$ cat config.mk
export PLATFORM = sky130hd
export DESIGN_NAME = tea_vending_controller_core
export DESIGN_NICKNAME = d
export VERILOG_FILES = /design/src/rtl/core/tvc_pkg.sv /design/src/rtl/core/tvc_in_reg.sv /design/src/rtl/core/tvc_event_logic.sv /design/src/rtl/core/tvc_out_reg.sv /design/src/rtl/core/tea_vending_controller_core.sv
export SDC_FILE = /design/constraint.sdc
export NUM_CORES = 1
export LEC_CHECK = 0
export BUFFER_PORTS_ARGS = -buffer_cell sky130_fd_sc_hd__buf_2
export CAP_MARGIN = 10
export CELL_PAD_IN_SITES_DETAIL_PLACEMENT = 1
export CELL_PAD_IN_SITES_GLOBAL_PLACEMENT = 1
export CORE_UTILIZATION = 45
export DETAILED_ROUTE_END_ITERATION = 8
export HOLD_SLACK_MARGIN = 0.08
export PLACE_DENSITY = 0.87
export SKIP_CTS_REPAIR_TIMING = 1
export SLEW_MARGIN = 10
export SYNTH_ARGS = -nofsm -noshare
export SYNTH_HDL_FRONTEND = slang
export SYNTH_SLANG_ARGS = --single-unit
$ cat constraint.sdc
create_clock -name clk -period 5.1 [get_ports clk]
set_input_delay 1.02 -clock clk [delete_from_list [all_inputs] [get_ports clk]]
set_output_delay 1.02 -clock clk [all_outputs]
set_load 0.01 [all_outputs]
$ cat src/rtl/core/tvc_pkg.sv
// Shared types, codes and field widths of the tea vending controller.
`default_nettype none
package tvc_pkg;

    localparam int COUNT_WIDTH_DEF = 16;
    localparam int COIN_VALUE_DEF  = 25;

    localparam int REQ_W    = 4;
    localparam int AMT_W    = 16;
    localparam int PRICE_W  = 16;
    localparam int CREDIT_W = 16;
    localparam int STOCK_W  = 16;
    localparam int ACT_W    = 3;
    localparam int MODE_W   = 3;
    localparam int SEL_W    = 2;

    typedef enum logic [REQ_W-1:0] {
        REQ_COIN         = 4'd0,
        REQ_SMALL        = 4'd1,
        REQ_LARGE        = 4'd2,
        REQ_SUGAR        = 4'd3,
        REQ_TEA          = 4'd4,
        REQ_REFILL_LARGE = 4'd5,
        REQ_REFILL_SMALL = 4'd6,
        REQ_CANCEL       = 4'd7,
        REQ_SHUTDOWN     = 4'd8
    } req_t;

    typedef enum logic [ACT_W-1:0] {
        ACT_NONE         = 3'd0,
        ACT_RETURN_COIN  = 3'd1,
        ACT_RETURN_COINS = 3'd2,
        ACT_SMALL        = 3'd3,
        ACT_SMALL_SUGAR  = 3'd4,
        ACT_LARGE        = 3'd5,
        ACT_LARGE_SUGAR  = 3'd6,
        ACT_SHUTDOWN     = 3'd7
    } action_t;

    typedef enum logic [MODE_W-1:0] {
        MODE_IDLE     = 3'd0,
        MODE_PAID     = 3'd1,
        MODE_SUGAR    = 3'd2,
        MODE_NO_SMALL = 3'd3,
        MODE_NO_LARGE = 3'd4,
        MODE_OFF      = 3'd5
    } mode_t;

    typedef enum logic [SEL_W-1:0] {
        SEL_NONE  = 2'd0,
        SEL_LARGE = 2'd1,
        SEL_SMALL = 2'd2
    } sel_t;

    // Outcome of one event: flag, action and the control state after it.
    typedef struct packed {
        logic    accepted;
        action_t action;
        mode_t   mode;
        sel_t    sel;
    } evt_res_t;

endpackage
`default_nettype wire

$ cat src/rtl/core/tvc_in_reg.sv
// Input register: holds one accepted event word until the event logic takes it.
`default_nettype none
module tvc_in_reg (
    input  wire logic                      clk,
    input  wire logic                      rst_n,
    input  wire logic                      in_valid,
    output logic                           in_ready,
    input  wire logic [tvc_pkg::REQ_W-1:0] req_type,
    input  wire logic [tvc_pkg::AMT_W-1:0] cup_amount,
    input  wire logic                      advance,
    output logic                           ev_valid,
    output logic [tvc_pkg::REQ_W-1:0]      ev_req,
    output logic [tvc_pkg::AMT_W-1:0]      ev_amt
);
    import tvc_pkg::*;

    logic               valid_reg;
    logic [REQ_W-1:0]   req_reg;
    logic [AMT_W-1:0]   amt_reg;
    logic               load;

    assign in_ready = !valid_reg || advance;
    assign load     = in_valid && in_ready;

    always_ff @(posedge clk or negedge rst_n)
    begin
        if (!rst_n)
        begin
            valid_reg <= 1'b0;
        end
        else if (load)
        begin
            valid_reg <= 1'b1;
        end
        else if (advance)
        begin
            valid_reg <= 1'b0;
        end
    end

    always_ff @(posedge clk)
    begin
        if (load)
        begin
            req_reg <= req_type;
            amt_reg <= cup_amount;
        end
    end

    assign ev_valid = valid_reg;
    assign ev_req   = req_reg;
    assign ev_amt   = amt_reg;

endmodule
`default_nettype wire

$ cat src/rtl/core/tvc_event_logic.sv
// Next-state logic: decodes one event against the current state.
`default_nettype none
module tvc_event_logic #(
    parameter int COUNT_WIDTH = tvc_pkg::COUNT_WIDTH_DEF,
    parameter int COIN_VALUE  = tvc_pkg::COIN_VALUE_DEF
) (
    input  wire logic [tvc_pkg::REQ_W-1:0]    ev_req,
    input  wire logic [tvc_pkg::AMT_W-1:0]    ev_amt,
    input  wire logic [tvc_pkg::PRICE_W-1:0]  price,
    input  wire tvc_pkg::mode_t               mode,
    input  wire tvc_pkg::sel_t                sel,
    input  wire logic [tvc_pkg::CREDIT_W-1:0] credit,
    input  wire logic [COUNT_WIDTH-1:0]       small_cnt,
    input  wire logic [COUNT_WIDTH-1:0]       large_cnt,
    output tvc_pkg::evt_res_t                 res,
    output logic [tvc_pkg::CREDIT_W-1:0]      credit_next,
    output logic [COUNT_WIDTH-1:0]            small_next,
    output logic [COUNT_WIDTH-1:0]            large_next
);
    import tvc_pkg::*;

    localparam logic [32:0] CNT_MAX = (33'd1 << COUNT_WIDTH) - 33'd1;

    logic [COUNT_WIDTH-1:0] amt_c;
    logic [CREDIT_W:0]      coin_sum;
    logic [PRICE_W:0]       price_ext;
    logic [COUNT_WIDTH:0]   small_sum;
    logic [COUNT_WIDTH:0]   large_sum;
    logic [COUNT_WIDTH-1:0] small_sat;
    logic [COUNT_WIDTH-1:0] large_sat;
    logic                   paid;
    logic                   sug;
    logic                   amt_nz;

    // refill amount clipped to the counter range
    assign amt_c = (33'(ev_amt) > CNT_MAX) ? '1 : COUNT_WIDTH'(ev_amt);
    assign amt_nz = (ev_amt != '0);

    assign coin_sum  = {1'b0, credit} + (CREDIT_W + 1)'(COIN_VALUE);
    assign price_ext = {1'b0, price};

    assign small_sum = {1'b0, small_cnt} + {1'b0, amt_c};
    assign large_sum = {1'b0, large_cnt} + {1'b0, amt_c};
    assign small_sat = small_sum[COUNT_WIDTH] ? '1 : small_sum[COUNT_WIDTH-1:0];
    assign large_sat = large_sum[COUNT_WIDTH] ? '1 : large_sum[COUNT_WIDTH-1:0];

    assign paid = (mode == MODE_PAID) || (mode == MODE_SUGAR);
    assign sug  = (mode == MODE_SUGAR);

    always_comb
    begin
        res.accepted = 1'b0;
        res.action   = ACT_NONE;
        res.mode     = mode;
        res.sel      = sel;
        credit_next  = credit;
        small_next   = small_cnt;
        large_next   = large_cnt;

        unique case (req_t'(ev_req)) inside
            REQ_COIN:
            begin
                if (mode == MODE_IDLE)
                begin
                    if (coin_sum >= price_ext && price != '0)
                    begin
                        res.sel      = SEL_NONE;
                        credit_next  = '0;
                        res.mode     = MODE_PAID;
                        res.accepted = 1'b1;
                    end
                    else if (coin_sum < price_ext)
                    begin
                        credit_next  = coin_sum[CREDIT_W-1:0];
                        res.accepted = 1'b1;
                    end
                end
                else if (mode != MODE_OFF)
                begin
                    res.accepted = 1'b1;
                    res.action   = ACT_RETURN_COIN;
                end
            end
            REQ_SMALL, REQ_LARGE:
            begin
                if (paid)
                begin
                    res.sel      = (req_t'(ev_req) == REQ_SMALL) ? SEL_SMALL : SEL_LARGE;
                    res.accepted = 1'b1;
                end
            end
            REQ_SUGAR:
            begin
                if (paid)
                begin
                    res.mode     = sug ? MODE_PAID : MODE_SUGAR;
                    res.accepted = 1'b1;
                end
            end
            REQ_TEA:
            begin
                if (paid)
                begin
                    if (sel == SEL_SMALL && small_cnt != '0)
                    begin
                        small_next   = small_cnt - COUNT_WIDTH'(1);
                        res.mode     = (small_cnt == COUNT_WIDTH'(1)) ? MODE_NO_SMALL
                                                                      : MODE_IDLE;
                        res.accepted = 1'b1;
                        res.action   = sug ? ACT_SMALL_SUGAR : ACT_SMALL;
                    end
                    else if (sel == SEL_LARGE && large_cnt != '0)
                    begin
                        large_next   = large_cnt - COUNT_WIDTH'(1);
                        res.mode     = (large_cnt == COUNT_WIDTH'(1)) ? MODE_NO_LARGE
                                                                      : MODE_IDLE;
                        res.accepted = 1'b1;
                        res.action   = sug ? ACT_LARGE_SUGAR : ACT_LARGE;
                    end
                end
            end
            REQ_REFILL_LARGE:
            begin
                if (amt_nz)
                begin
                    if (mode == MODE_IDLE)
                    begin
                        large_next   = large_sat;
                        res.accepted = 1'b1;
                    end
                    else if (mode == MODE_NO_LARGE)
                    begin
                        large_next   = amt_c;
                        res.mode     = MODE_IDLE;
                        res.accepted = 1'b1;
                    end
                end
            end
            REQ_REFILL_SMALL:
            begin
                if (amt_nz)
                begin
                    if (mode == MODE_IDLE)
                    begin
                        small_next   = small_sat;
                        res.accepted = 1'b1;
                    end
                    else if (mode == MODE_NO_SMALL)
                    begin
                        small_next   = amt_c;
                        res.mode     = MODE_IDLE;
                        res.accepted = 1'b1;
                    end
                end
            end
            REQ_CANCEL:
            begin
                if (paid)
                begin
                    res.mode     = MODE_IDLE;
                    res.accepted = 1'b1;
                    res.action   = ACT_RETURN_COINS;
                end
            end
            REQ_SHUTDOWN:
            begin
                if (mode == MODE_IDLE)
                begin
                    res.mode     = MODE_OFF;
                    res.accepted = 1'b1;
                    res.action   = ACT_SHUTDOWN;
                end
            end
            default:
            begin
                // unknown codes: rejected, state kept
            end
        endcase
    end

endmodule
`default_nettype wire

$ cat src/rtl/core/tvc_out_reg.sv
// Result register: holds one result word until the consumer takes it.
`default_nettype none
module tvc_out_reg (
    input  wire logic                         clk,
    input  wire logic                         rst_n,
    input  wire logic                         load,
    output logic                              free,
    input  wire tvc_pkg::evt_res_t            res,
    input  wire logic [tvc_pkg::CREDIT_W-1:0] credit_in,
    input  wire logic [tvc_pkg::STOCK_W-1:0]  small_in,
    input  wire logic [tvc_pkg::STOCK_W-1:0]  large_in,
    output logic                              out_valid,
    input  wire logic                         out_ready,
    output logic                              accepted,
    output logic [tvc_pkg::ACT_W-1:0]         action,
    output logic [tvc_pkg::MODE_W-1:0]        mode_now,
    output logic [tvc_pkg::CREDIT_W-1:0]      credit_now,
    output logic [tvc_pkg::STOCK_W-1:0]       small_stock,
    output logic [tvc_pkg::STOCK_W-1:0]       large_stock,
    output logic [tvc_pkg::SEL_W-1:0]         cup_choice
);
    import tvc_pkg::*;

    logic                valid_reg;
    evt_res_t            res_reg;
    logic [CREDIT_W-1:0] credit_reg;
    logic [STOCK_W-1:0]  small_reg;
    logic [STOCK_W-1:0]  large_reg;

    assign free = !valid_reg || out_ready;

    always_ff @(posedge clk or negedge rst_n)
    begin
        if (!rst_n)
        begin
            valid_reg <= 1'b0;
        end
        else if (load)
        begin
            valid_reg <= 1'b1;
        end
        else if (out_ready)
        begin
            valid_reg <= 1'b0;
        end
    end

    always_ff @(posedge clk)
    begin
        if (load)
        begin
            res_reg    <= res;
            credit_reg <= credit_in;
            small_reg  <= small_in;
            large_reg  <= large_in;
        end
    end

    assign out_valid   = valid_reg;
    assign accepted    = res_reg.accepted;
    assign action      = res_reg.action;
    assign mode_now    = res_reg.mode;
    assign credit_now  = credit_reg;
    assign small_stock = small_reg;
    assign large_stock = large_reg;
    assign cup_choice  = res_reg.sel;

endmodule
`default_nettype wire

$ cat src/rtl/core/tea_vending_controller_core.sv
// Top level of the tea vending controller: state registers and channel stages.
//
//  channel | handshake             | word
//  --------+-----------------------+------------------------------------------------
//  cfg     | cfg_valid / cfg_ready | drink_price
//  in      | in_valid / in_ready   | req_type, cup_amount
//  out     | out_valid / out_ready | accepted, action, mode_now, credit_now,
//          |                       | small_stock, large_stock, cup_choice
//
// One event per cycle while the result side is not stalled; an event is taken into the
// input register, then goes through the event logic into the result register and the state.
// In the state loop, mode, credit, selection and stock registers feed the event
// logic and are written with the result.
// Reset clears the state and the price; cfg_ready is always high.
// A stalled result holds the input register, which then holds in_ready low.
`default_nettype none
module tea_vending_controller_core #(
    parameter int COUNT_WIDTH = tvc_pkg::COUNT_WIDTH_DEF,
    parameter int COIN_VALUE  = tvc_pkg::COIN_VALUE_DEF
) (
    input  wire logic                         clk,
    input  wire logic                         rst_n,
    input  wire logic                         cfg_valid,
    output logic                              cfg_ready,
    input  wire logic [tvc_pkg::PRICE_W-1:0]  drink_price,
    input  wire logic                         in_valid,
    output logic                              in_ready,
    input  wire logic [tvc_pkg::REQ_W-1:0]    req_type,
    input  wire logic [tvc_pkg::AMT_W-1:0]    cup_amount,
    output logic                              out_valid,
    input  wire logic                         out_ready,
    output logic                              accepted,
    output logic [tvc_pkg::ACT_W-1:0]         action,
    output logic [tvc_pkg::MODE_W-1:0]        mode_now,
    output logic [tvc_pkg::CREDIT_W-1:0]      credit_now,
    output logic [tvc_pkg::STOCK_W-1:0]       small_stock,
    output logic [tvc_pkg::STOCK_W-1:0]       large_stock,
    output logic [tvc_pkg::SEL_W-1:0]         cup_choice
);
    import tvc_pkg::*;

    logic [PRICE_W-1:0]     price_reg;
    mode_t                  mode_reg;
    sel_t                   sel_reg;
    logic [CREDIT_W-1:0]    credit_reg;
    logic [COUNT_WIDTH-1:0] small_reg;
    logic [COUNT_WIDTH-1:0] large_reg;

    evt_res_t               res;
    logic [CREDIT_W-1:0]    credit_next;
    logic [COUNT_WIDTH-1:0] small_next;
    logic [COUNT_WIDTH-1:0] large_next;

    logic                   ev_valid;
    logic [REQ_W-1:0]       ev_req;
    logic [AMT_W-1:0]       ev_amt;
    logic                   out_free;
    logic                   advance;

    assign cfg_ready = 1'b1;
    assign advance   = ev_valid && out_free;

    always_ff @(posedge clk or negedge rst_n)
    begin
        if (!rst_n)
        begin
            price_reg <= '0;
        end
        else if (cfg_valid && cfg_ready)
        begin
            price_reg <= drink_price;
        end
    end

    always_ff @(posedge clk or negedge rst_n)
    begin
        if (!rst_n)
        begin
            mode_reg   <= MODE_IDLE;
            sel_reg    <= SEL_NONE;
            credit_reg <= '0;
            small_reg  <= '0;
            large_reg  <= '0;
        end
        else if (advance)
        begin
            mode_reg   <= res.mode;
            sel_reg    <= res.sel;
            credit_reg <= credit_next;
            small_reg  <= small_next;
            large_reg  <= large_next;
        end
    end

    tvc_in_reg u_in (
        .clk        (clk),
        .rst_n      (rst_n),
        .in_valid   (in_valid),
        .in_ready   (in_ready),
        .req_type   (req_type),
        .cup_amount (cup_amount),
        .advance    (advance),
        .ev_valid   (ev_valid),
        .ev_req     (ev_req),
        .ev_amt     (ev_amt)
    );

    tvc_event_logic #(
        .COUNT_WIDTH (COUNT_WIDTH),
        .COIN_VALUE  (COIN_VALUE)
    ) u_logic (
        .ev_req      (ev_req),
        .ev_amt      (ev_amt),
        .price       (price_reg),
        .mode        (mode_reg),
        .sel         (sel_reg),
        .credit      (credit_reg),
        .small_cnt   (small_reg),
        .large_cnt   (large_reg),
        .res         (res),
        .credit_next (credit_next),
        .small_next  (small_next),
        .large_next  (large_next)
    );

    tvc_out_reg u_out (
        .clk         (clk),
        .rst_n       (rst_n),
        .load        (advance),
        .free        (out_free),
        .res         (res),
        .credit_in   (credit_next),
        .small_in    (STOCK_W'(small_next)),
        .large_in    (STOCK_W'(large_next)),
        .out_valid   (out_valid),
        .out_ready   (out_ready),
        .accepted    (accepted),
        .action      (action),
        .mode_now    (mode_now),
        .credit_now  (credit_now),
        .small_stock (small_stock),
        .large_stock (large_stock),
        .cup_choice  (cup_choice)
    );

endmodule
`default_nettype wire

; Word level (Yosys, flattened, before mapping)
; Index checks and enable logic that the tools add are counted.
[word_totals]
latch_bits = 0
out_inout_bits = 60
in_bits = 41
rom_bits = 0
word_cells = 121
regBits = 148
memories = 0
mem_bits_rw = 0
[classes]
mul = 0
order_cmp = 2
reduce_logical = 20
muxes = 60
div_mod_pow = 0
shift = 0
n_bitwise = 0
eq_ne = 17
add_sub_neg = 5
[op_table]
columns = op, n
row1 = $mux 16, 17
row2 = $pmux 16 s2, 2
row3 = $reduce_bool 16->1, 4
row4 = $mux 7, 5
row5 = $add 16x16->17, 2
row6 = $eq 16x1->1 const B, 2
row7 = $sub 16x1->16 const B, 2
row8 = $mux 3, 10
row9 = $pmux 3 s7, 1
row10 = $add 16x5->17 const B, 1
row11 = $ge 17x16->1, 1
row12 = $lt 17x16->1, 1
row13 = $eq 4x3->1 const B, 4
row14 = $mux 1, 14
row15 = $pmux 3 s4, 1
row16 = $mux 2, 5
row17 = $mux 5, 2
row18 = $eq 4x2->1 const B, 2
row19 = $pmux 1 s7, 1
row20 = $eq 3x2->1 const B, 2
row21 = $logic_and 1x1->1, 5
row22 = $eq 4x1->1 const B, 1
row23 = $eq 4x4->1 const B, 1
row24 = $logic_not 4->1, 1
row25 = other kinds (13), 17

; Logic depth before layout (Yosys ltp)
; Gate-level depths: netlist of the first run.
[depth]
ltp_word = 6
mapped_depth = 18
depth_no_buf = 16

; Modules after synthesis
; A second synthesis of the first run with hierarchy kept.
[unflattened]
cells_unflattened = 1033
hier_area_um2 = 10067.2
[modules_own_cells]
columns = module, seq_area_each_um2, n_inst, cells_per_inst, area_each_um2
row1 = tvc_event_logic, 0.0, 1, 800, 4870.9
row2 = tea_vending_controller_core, 1726.7, 1, 149, 2782.7
row3 = tvc_out_reg, 1736.7, 1, 60, 1759.2
row4 = tvc_in_reg, 625.6, 1, 24, 654.4

; Worst setup path before layout of the first run
; Ideal clock, no wire load.
[synth_timing]
kind = input port to flip-flop
start = input out_ready
end = register small_reg[10]
slack_ps = 1165
stages = 7
t_arrival_ps = 3840
path_buffers = 2
required_time_ps = 5004
setup_time_ps = 96
path_cell_list = nand2b_1 -> nand2_1 -> inv_1 -> clkbuf_1 -> clkbuf_1 -> a22oi_1 -> o31ai_1
[synth_between]
elab_chain_len = 2
[synth_lines]
columns = element, line
row1 = start: declaration, tea_vending_controller_core.sv:31  ; input wire logic out_ready,
row2 = $logic_or 1x1->1, tvc_out_reg.sv:30  ; assign free = !valid_reg || out_ready;
row3 = $logic_and 1x1->1, tea_vending_controller_core.sv:61  ; assign advance = ev_valid && out_free;
row4 = via advance, tea_vending_controller_core.sv:58  ; logic advance;
row5 = end signal: assignment, tea_vending_controller_core.sv:90  ; small_reg <= small_next;
row6 = end: declaration, tea_vending_controller_core.sv:46  ; logic [COUNT_WIDTH-1:0] small_reg;
; The timed path passes the listed nets, and every way through them passes these cells.
; A chain may end at the register's enable or synchronous reset.

; Final worst setup path of the first run
[layout_timing]
start = register credit_reg[0]
end = register u_out.credit_reg[8] (netlist: u_out.credit_now[8]), data pin
[layout_between]
elab_chain_len = 6
word_cells_on_any_way = 8
cone_classes = add/sub: 1 / order compare: 2 / mux: 4 / reduce/logical: 1
[layout_lines]
columns = element, line
row1 = start: declaration, tea_vending_controller_core.sv:45  ; logic [CREDIT_W-1:0] credit_reg;
row2 = start signal: assignment, tea_vending_controller_core.sv:89  ; credit_reg <= credit_next;
row3 = $add 16x5->17 *, tvc_event_logic.sv:39  ; assign coin_sum = {1'b0, credit} + (CREDIT_W + 1)'(COIN_VALUE);
row4 = $lt 17x16->1 or $ge 17x16->1 (tied branches), "tvc_event_logic.sv:72, tvc_event_logic.sv:65"
row5 = $mux 16 or $logic_and 1x1->1 (tied branches), "tvc_event_logic.sv:72, tvc_event_logic.sv:65"
row6 = $mux 16 *, tvc_event_logic.sv:65  ; if (coin_sum >= price_ext && price != '0)
row7 = $mux 16 *, tvc_event_logic.sv:63  ; if (mode == MODE_IDLE)
row8 = $mux 16 *, tvc_event_logic.sv:60  ; unique case (req_t'(ev_req)) inside
row9 = via credit_next[8], tea_vending_controller_core.sv:50  ; logic [CREDIT_W-1:0] credit_next;
row10 = end signal: assignment, tvc_out_reg.sv:53  ; credit_reg <= credit_in;
row11 = end: declaration, tvc_out_reg.sv:26  ; logic [CREDIT_W-1:0] credit_reg;
; The timed path passes the listed nets; every way through them passes the cells marked *.

==> results of run 1 <==
placed cells by master, fill, tap and decap left out, drive strengths merged, types with 15 or more instances in the layout:
master / count
nor4: 25
inv: 53
buf: 110
nand2: 115
edfxtp: 77
nand3: 32
ha: 53
a21oi: 55
mux2: 20
o21ai: 105
o31ai: 18
o22ai: 15
clkbuf: 21
nor2: 94
nand2b: 15
o211ai: 36
xnor2: 23
xor2: 15
dfrtp: 71
nor3: 40
cells by family (layout without fill, tap and decap cells):
group | after synthesis | after routing | synth area share (%)
AND/OR/NAND/NOR | 408 | 408 | 19.6
AO/OA/AOI/OAI | 365 | 365 | 24.0
flip-flops | 148 | 148 | 39.2
buffers and inverters | 113 | 188 | 4.48
adder cells (fa/ha/maj) | 55 | 55 | 6.74
XOR/XNOR | 38 | 38 | 3.19
multiplexers | 26 | 26 | 2.73
other | 1 | 2 | 0.0359
through the flow:
stage               hold slack (ns)  utilization (%)  cell area, um^2
floorplan                     0.457                -            10400
global placement              0.470             48.8            11100
detailed placement            0.505             48.8            11100
CTS                           0.512             51.4            11700
global route                  0.548             51.5            11700
finish                        0.509             51.5            11700
power breakdown:
group / switching [mW] / total, mW / leakage, nW / internal (mW)
logic: 1.30 / 2.12 / 2.76 / 0.817
registers: 0.344 / 1.86 / 1.65 / 1.51
clock network: 0.563 / 1.29 / 0.294 / 0.724
total: 2.21 / 5.26 / 4.70 / 3.06
worst max-delay path: stages, from the launching register on:
cell and delay (ns):
dfrtp_1 0.49, ha_1 0.32, a211o_1 0.28, nand4_4 0.19, nor2_2 0.23, and3_1 0.19, xnor2_1 0.15, inv_1 0.10
ha_1 0.33, a2111oi_0 0.46, a41oi_2 0.30, nor2_1 0.30, nand2_1 0.33, or2_2 0.55, o31ai_1 0.34
area by class of cell:
| type | instances | area [um^2] | share of cell area [%] |
|---|---|---|---|
| Timing Repair Buffer | 110 | 581 | 4.97 |
| Sequential cell | 148 | 4090 | 35.0 |
| Multi-Input combinational cell | 893 | 5900 | 50.4 |
| Antenna cell | 1 | 2.50 | 0.0214 |
| Inverter | 46 | 180 | 1.54 |
| Tap cell | 285 | 357 | 3.05 |
| Clock inverter | 11 | 114 | 0.974 |
| Clock buffer | 21 | 470 | 4.02 |
metal layers:
layer  vias to the layer above  track usage [%]
met4                         0             12.0
met2                       465             48.4
met1                      4881             41.1
met3                       102             4.82
li1                       4491                -
met5                         -                0
worst max path at each step:
stage | startpoint | endpoint | slack, ns | depth (start not counted)
2_1_floorplan | out_ready | small_reg[10] | 1.16 | 7
4_1_cts | credit_reg[0] | u_out.credit_now[11] | 0.28 | 16
5_1_grt | credit_reg[0] | u_out.credit_now[8] | 0.05 | 14
6_report | credit_reg[0] | u_out.credit_now[8] | 0.33 | 14
3_5_place_dp | credit_reg[0] | u_out.credit_now[11] | 0.34 | 16
3_3_place_gp | credit_reg[0] | u_out.credit_now[14] | 0.60 | 16
==> impl_results.md, run 1 <==
- Flop and latch count out of synthesis: 148
- Largest net degree at the start of global routing: 50
- Worst Hold Launch: u_in.ev_valid
- List of most frequent post-synthesis cells: nand2_1, nor2_1, edfxtp_1
- Starting Density: 46.0%
- DRC Markers: 0
- Initial antenna violation count: 1
- Sequential area share after synthesis: 39.2%
- Crit path max fanout: 14
- Worst-Margin Slew: 1.12 ns
- Startpoint types: flop
- R2R depth: 14
- Critical Path End Type: flop
- Vias in the first global route: 10100
- Clock Path Buffers: 2
- Overall routing resource usage: 30.2%
- WP data required: 5.33 ns
- Core Region: 22700 um^2
- Crit Reg-Reg Endpoint: u_out.credit_now[8]
- Post-synth top area share: 22.2%
- Vias per cell: 6.56
- Overall routed net length: 35200 um
- Setup WS post-layout: 0.333 ns
- # setup viols final: 0
- Buffers on Ports: 99
- H-Tree Level Count: 4
- Main flop type after synthesis: edfxtp_1
- Layout fillers: 2666
- Worst EP arrival: 5.00 ns
- Chip width: 154 um
- Final antenna-violating net count: 0
- Area leader, netlist: edfxtp_1
- Num rows: 55
- Layout cell share with drive strength beyond 1: 16.3%
- Mapped Area: 10400 um^2
- Tmin final: 4.77 ns
- Via count: 9939
- Max frequency: 210 MHz
- GPL Wtd Cong: 0.930
- Static Leakage: 4.70 nW
- Initial DRT Pass Iterations: 6
- Non-filler instance count after layout: 1515
- R2r setup slk: 0.33 ns
- Worst-path clk slew: 0.07 ns
- DP HPWL: 24900 um
- First DRT Iteration DRCs: 907
- Die Ht: 154 um
- Worst skew pair latency: 0.44 ns
- Max-slew violations: 0
- Post-Syn Instances: 1154
- Maximum vdd drop: 245 uV
- Clk root buf: clkbuf_16
- Mean area per synthesized cell: 9.04 um^2
- Status: finished, final reports clean
- Critical R2R Launch: credit_reg[0]
- Final Hold Fails: 0
- Unrepaired setup endpoints after global routing: false
- Overflow after GRT: 0
- Hold Crit Depth: 1
- Final Total Pwr: 5.26 mW
- Synthesized Nets: 1250
- DP Worst Slack: 0.339 ns
- Final setup TNS: 0 ns
- Relative slew slack: 25.6%
- WHS Endpoint: u_out.out_valid
- DR WL met3: 2350 um
- Synth area leaders: edfxtp_1, dfrtp_1, ha_1
- Count leader, synth: nand2_1
- CTS Sinks: 148
- Metal1 wirelength: 15500 um
- Metal2 WL: 16300 um
- Pwr dens: 450 nW/um^2
- Worst Hold Class: reg2reg
- I/O Pins: 101
- Placed Cells: 1482
- Clock Skew: 0.00771 ns
- Wire length per cell: 23.3 um
- Top Layer Used: met4
- CTS tree: built
- YS warnings: 0
- Period utilization: 93.5%
- Max Cap Viol: 0
- Ys async rst share: 48.0%
- Layout Area Growth over Synthesis: 12.0%
- Nets@finish: 1312
- Crit Path Class: reg2reg
- Post-synth cell types: 92
- First-pass GRT wire length: 56000 um
- DIE AREA: 23800 um^2
- EDFF count, synth: 77
- Num CTS Buffers: 17
No activity file was read; power rests on OpenSTA's default activity.
==> run 2: changes to the inputs <==
ABC_CLOCK_PERIOD_IN_PS = 6100   (was unset)
PLACE_DENSITY = unset   (was 0.87)
PLACE_DENSITY_LB_ADDON = 0.1   (was unset)
clock period = 6.1 ns   (was 5.1 ns; I/O delays follow)
==> run 2 against run 1 <==
Net effect:
- non-clock buffer count shrank 1
- flip-flop and latch count is the same
- hold slack lost 0.0066 ns
- core utilization is essentially flat
- cell count shrank 0.13%
- register-to-register slack gained 0.60 ns
- critical path depth grew 2
- first-iteration DRC count shrank 32%
- design area is essentially flat
- critical path type unchanged
- largest cell class unchanged
==> impl_results.md, run 2 (synthesis gave the netlist of run 1 again) <==
- Status: finished, final reports clean
- Worst EP arrival: 5.48 ns (+0.48 ns)
- Critical R2R Launch: credit_reg[0]
- Crit Reg-Reg Endpoint: credit_reg[0]
- Critical Path End Type: flop
- Sequential cell area: 4090 um^2 (unchanged)
- Overflow after GRT: 0 (unchanged)
- Critical path depth: 16 (+2)
- Chip width: 154 um (unchanged)
- Largest net degree at the start of global routing: 61 (+22%)
- Crit Path Class: reg2reg
- Crit path max fanout: 10 (-4)
- Clock Skew: 0.0156 ns (+0.00784 ns)
- Slowest stage cell on the critical path: or2_0
- Ant. Diodes: 0 (-1)
- Final Total Pwr: 4.41 mW (-16%)
- Overall routing resource usage: 29.6% (-0.67 points)
- Final Hold Fails: 0 (unchanged)
- CP delay by family, top: simple AND/OR/NAND/NOR gates
- CP peak stage delay: 0.74 ns (+0.19 ns)
- Max Cap Viol: 0 (unchanged)
- First-pass GRT wire length: 54000 um (-3.5%)
- Initial antenna violation count: 0 (-1)
- Wire length per cell: 22.6 um (-2.9%)
- Hold Slack: 0.502 ns (-0.00664 ns)
- Pwr dens: 377 nW/um^2 (-16%)
- Nets@finish: 1311 (-0.076%)
- First DRT Iteration DRCs: 614 (-32%)
- Die Ht: 154 um (unchanged)
- Worst Hold Class: reg2reg
- Final setup TNS: 0 ns (unchanged)
- Worst setup startpoint: credit_reg[0]
- Period utilization: 84.6% (-8.8 points)
- Tmin final: 5.16 ns (+0.396 ns)
- DP HPWL: 25000 um (+0.20%)
- DIE AREA: 23800 um^2 (unchanged)
- Layout Area Growth over Synthesis: 12.1% (about the same)
- Clock Path Buffers: 2 (unchanged)
- Worst-path clk slew: 0.07 ns (about the same)
- H-Tree Level Count: 4 (unchanged)
- Initial DRT Pass Iterations: 5 (-1)
- Vias per cell: 6.37 (-2.9%)
- Starting Density: 46.0% (unchanged)
- Most common cell after layout, fill and taps aside: nand2_1
- Layout fillers: 2669 (+0.11%)
- Static Leakage: 4.70 nW (about the same)
- Worst-Margin Slew: 1.14 ns (+0.0200 ns)
- Max frequency: 194 MHz (-7.7%)
- R2R depth: 16 (+2)
- Overall routed net length: 34200 um (-3.0%)
- Maximum vdd drop: 189 uV (-23%)
- DP Worst Slack: 1.03 ns (+0.693 ns)
- Area of the multi-input gates: 5880 um^2 (-0.30%)
- Max-slew violations: 0 (unchanged)
- Num CTS Buffers: 17 (unchanged)
- Relative slew slack: 24.3% (-1.3 points)
- Clk root buf: clkbuf_16
- DRC Markers: 0 (unchanged)
- Buffers on Ports: 99 (unchanged)
- WP data required: 6.42 ns (+1.09 ns)
- Unrepaired setup endpoints after global routing: false
- Startpoint types: flop
- CTS Sinks: 148 (unchanged)
- CP bufs+invs: 2 (+1)
- Core Region: 22700 um^2 (unchanged)
- GPL Wtd Cong: 0.903 (-3.0%)
- I/O Pins: 101 (unchanged)
- CTS tree: built
- Worst setup path end: credit_reg[0]
- Final antenna-violating net count: 0 (unchanged)
- Num rows: 55 (unchanged)
- Vias in the first global route: 9530 (-5.2%)
- Via count: 9640 (-3.0%)
- # setup viols final: 0 (unchanged)
- Layout cell share with drive strength beyond 1: 16.0% (-0.31 points)
- Setup WS post-layout: 0.937 ns (+0.604 ns)
- Most frequent cells in the layout: nand2_1, buf_2, nor2_1
- R2r setup slk: 0.94 ns (+0.60 ns)
- Critical-path cell list: ha_1 > a211o_1 > nand4_4 > nor2_2 > nand3_1 > xnor2_1 > inv_1 > ha_1 > nand3_1 > nor3_1 > o21ai_0 > a41oi_1 > or3_1 > or2_0 > clkinv_4 > mux2_1
- Worst skew pair latency: 0.44 ns (about the same)
==> run 2: cell count changes in the layout (fill, tap and decap cells not counted), sizes merged <==
cell    delta
buf        -1
clkinv     +2
clkbuf     -1
bufinv     -1
diode      -1
==> run 2: worst reg2reg max path, stage by stage (launching register included) <==
cell and delay (ns):
dfrtp_1 0.48, ha_1 0.30, a211o_1 0.28, nand4_4 0.20
nor2_2 0.26, nand3_1 0.15, xnor2_1 0.26, inv_1 0.10
ha_1 0.30, nand3_1 0.09, nor3_1 0.26, o21ai_0 0.14
a41oi_1 0.54, or3_1 0.43, or2_0 0.74, clkinv_4 0.19
mux2_1 0.33
==> run 2: layer usage <==
layer	vias to the layer above	part of all wire (%)	track usage, %
met5	-	0	0
met4	0	1.9	8.58
met3	51	5.5	4.82
met2	298	45	46.3
met1	4806	47	42.2
li1	4485	-	-
==> run 2: power breakdown <==
part,internal (mW),switching (mW),total [mW]
logic,0.682,1.07,1.76
clock network,0.604,0.496,1.10
registers,1.27,0.285,1.55
total,2.55,1.85,4.41
==> run 2: final cells by class <==
cell class                 instances  area share, %
multi-input combinational        893           50.3
sequential                       148           35.0
timing repair buffer             109           4.90
clock buffer                      20           4.18
tap                              285           3.05
inverter                          46           1.54
clock inverter                    12           1.09
==> run 2: stage by stage <==
step	instances	util [%]	area (um^2)
3_5_place_dp	1481	48.8	11100
2_1_floorplan	1154	-	10400
5_1_grt	1513	51.5	11700
3_3_place_gp	1481	48.8	11100
4_1_cts	1513	51.5	11700
6_report	1513	51.5	11700
==> run 2: how the worst min path moves through the flow <==
stage	to	cells past startpoint	slack (ns)	start
3_5_place_dp	u_out.out_valid	1	0.49	u_in.ev_valid
2_1_floorplan	u_out.out_valid	1	0.46	u_in.ev_valid
3_3_place_gp	u_out.out_valid	1	0.47	u_in.ev_valid
4_1_cts	u_out.out_valid	1	0.50	u_in.ev_valid
5_1_grt	u_out.out_valid	1	0.54	u_in.ev_valid
6_report	u_out.out_valid	1	0.50	u_in.ev_valid
==> run 3: changes to the inputs <==
ABC_CLOCK_PERIOD_IN_PS = 4500   (was 6100)
CORE_UTILIZATION = 42   (was 45)
clock period = 4.5 ns   (was 6.1 ns; I/O delays follow)
==> run 3 against run 2 <==
Net effect:
- setup slack worse by 0.68 ns
- hold slack improved by 0.018 ns
- critical path depth down 1
- clock power increased by 34%
- combinational power rose by 36%
- maximum frequency is 22% higher
- critical path type unchanged
- critical endpoint is now credit_reg[8]
- largest cell class unchanged
==> impl_results.md, run 3 (synthesis gave the netlist of run 1 again) <==
- Status: finished, final reports clean
- Ant. Diodes: 0 (unchanged)
- GPL Wtd Cong: 0.911 (+0.96%)
- First-pass GRT wire length: 56300 um (+4.2%)
- # setup viols final: 0 (unchanged)
- Worst setup startpoint: credit_reg[1]
- Via count: 9779 (+1.4%)
- Clock Path Buffers: 2 (unchanged)
- Crit Reg-Reg Endpoint: credit_reg[8]
- Critical Path End Type: flop
- Switching share of power: 42.4% (+0.35 points)
- Comb pwr share: 40.0% (+0.2 points)
- DP HPWL: 25800 um (+3.3%)
- Layout cell share with drive strength beyond 1: 17.6% (+1.7 points)
- Layout Area Growth over Synthesis: 13.9%
- Worst-Margin Slew: 1.27 ns (+0.130 ns)
- CTS tree: built
- WHS Endpoint: u_out.out_valid
- WP data required: 4.85 ns (-1.57 ns)
- DRC Markers: 0 (unchanged)
- Crit path max fanout: 8 (-2)
- Overflow after GRT: 0 (unchanged)
- Worst Hold Launch: u_in.ev_valid
- Core Region: 24300 um^2 (+7.1%)
- Wire length per cell: 22.7 um (+0.38%)
- DIE AREA: 25500 um^2 (+7.0%)
- Starting Density: 42.9% (-3.0 points)
- Worst Hold Class: reg2reg
- Critical R2R Launch: credit_reg[1]
- Worst EP arrival: 4.59 ns (-0.89 ns)
- First DRT Iteration DRCs: 673 (+9.6%)
- Maximum vdd drop: 233 uV (+23%)
- Pwr dens: 502 nW/um^2 (+33%)
- Most frequent cells in the layout: nand2_1, buf_2, nor2_1
- Sequential cell area: 4090 um^2 (unchanged)
- Initial antenna violation count: 0 (unchanged)
- Setup WS post-layout: 0.255 ns (-0.682 ns)
- Crit Path Class: reg2reg
- Max-slew violations: 0 (unchanged)
- Chip width: 160 um (+3.5%)
- DP Worst Slack: 0.0779 ns (-0.955 ns)
- Num rows: 57 (+3.6%)
- Nets@finish: 1331 (+1.5%)
- Unrepaired setup endpoints after global routing: false
- Max frequency: 236 MHz (+22%)
- H-Tree Level Count: 4 (unchanged)
- Startpoint types: flop
- CTS Sinks: 148 (unchanged)
- Period utilization: 94.3% (+9.7 points)
- Initial DRT Pass Iterations: 5 (unchanged)
- Relative slew slack: 14.9% (-9.3 points)
- Final Hold Fails: 0 (unchanged)
- Vias in the first global route: 9857 (+3.4%)
- Worst skew pair latency: 0.46 ns (+0.02 ns)
- Buffers on Ports: 99 (unchanged)
- I/O Pins: 101 (unchanged)
- Final setup TNS: 0 ns (unchanged)
- Area of the multi-input gates: 5900 um^2 (+0.40%)
- Max Cap Viol: 0 (unchanged)
- Final antenna-violating net count: 0 (unchanged)
- Largest net degree at the start of global routing: 72 (+18%)
- P_sw: 2.53 mW (+37%)
- Clock Skew: 0.0243 ns (+0.00880 ns)
- Sequential Power Share: 35.4% (+0.2 points)
- Clk pwr share: 24.5% (-0.5 points)
- Worst-path clk slew: 0.07 ns (about the same)
- Most common cell after layout, fill and taps aside: nand2_1
- Tmin final: 4.24 ns (-0.918 ns)
- Vias per cell: 6.22 (-2.4%)
- Layout fillers: 2871 (+7.6%)
- Overall routing resource usage: 28.6% (-0.99 points)
- Clk root buf: clkbuf_16
- R2r setup slk: 0.26 ns (-0.68 ns)
- R2R depth: 15 (-1)
- Overall routed net length: 35600 um (+4.3%)
- Static Leakage: 4.79 nW (+1.9%)
- Num CTS Buffers: 17 (unchanged)
- Post-route core utilization: 48.9% (-2.6 points)
- Die Ht: 160 um (+3.5%)
- Internal: 3.44 mW (+35%)
- Hold Crit Depth: 1 (unchanged)
run 3: changes by cell type in the layout (fill, tap and decap cells not counted), sizes merged:
cell / change
inv: +2
buf: +20
clkbuf: -2
run 3: how the worst max path moves through the flow:
| stage | to | cells after the start | slack [ns] |
|---|---|---|---|
| detailed placement | u_out.cup_choice[0] | 16 | 0.08 |
| floorplan | small_reg[10] | 7 | 0.68 |
| finish | credit_reg[8] | 15 | 0.26 |
| global placement | u_out.cup_choice[0] | 16 | 0.31 |
| global route | u_out.cup_choice[0] | 16 | 0.01 |
| CTS | u_out.cup_choice[0] | 16 | -0.02 |
run 3: worst max-delay path, cell delays in order, from the launching register on:
cell	delay (ns)
dfrtp_1	0.43
ha_1	0.28
a211o_4	0.40
nand4_4	0.16
nor2_2	0.09
and3_1	0.19
xnor2_1	0.18
inv_1	0.09
ha_1	0.31
a2111oi_1	0.43
a41oi_2	0.27
buf_4	0.21
or3_1	0.40
or2_0	0.29
buf_4	0.21
o31ai_2	0.20
run 3: power by group through the flow:
stage	logic (mW)	registers, mW	clock network, mW
floorplan	1.74	1.98	0
global placement	2.29	2.12	0
detailed placement	2.34	2.12	0
CTS	2.36	2.10	1.49
global route	2.63	2.16	1.53
finish	2.39	2.11	1.47
run 3: cell type report:
cell class                 count  share of cell area, %
clock buffer                  18                   3.79
tap                          324                   3.41
timing repair buffer         129                   6.09
inverter                      46                   1.52
clock inverter                14                   1.12
sequential                   148                   34.4
multi-input combinational    893                   49.7
run 3: metal layers:
layer	vias up	part of all wire, %	global-route usage (%)
met2	318	45	44.0
li1	4527	-	-
met1	4864	47	40.2
met4	0	2.9	11.7
met5	-	0	0
met3	70	5.6	4.29
run 3: metrics by stage:
stage / hold slack, ns / power [mW] / area (um^2) / std cells
final: 0.520 / 5.97 / 11900 / 1572
after global routing: 0.544 / 6.33 / 11900 / 1572
after CTS: 0.527 / 5.95 / 11800 / 1568
after detailed placement: 0.519 / 4.46 / 11200 / 1536
after global placement: 0.476 / 4.41 / 11200 / 1536
after floorplan: 0.457 / 3.72 / 10400 / 1154
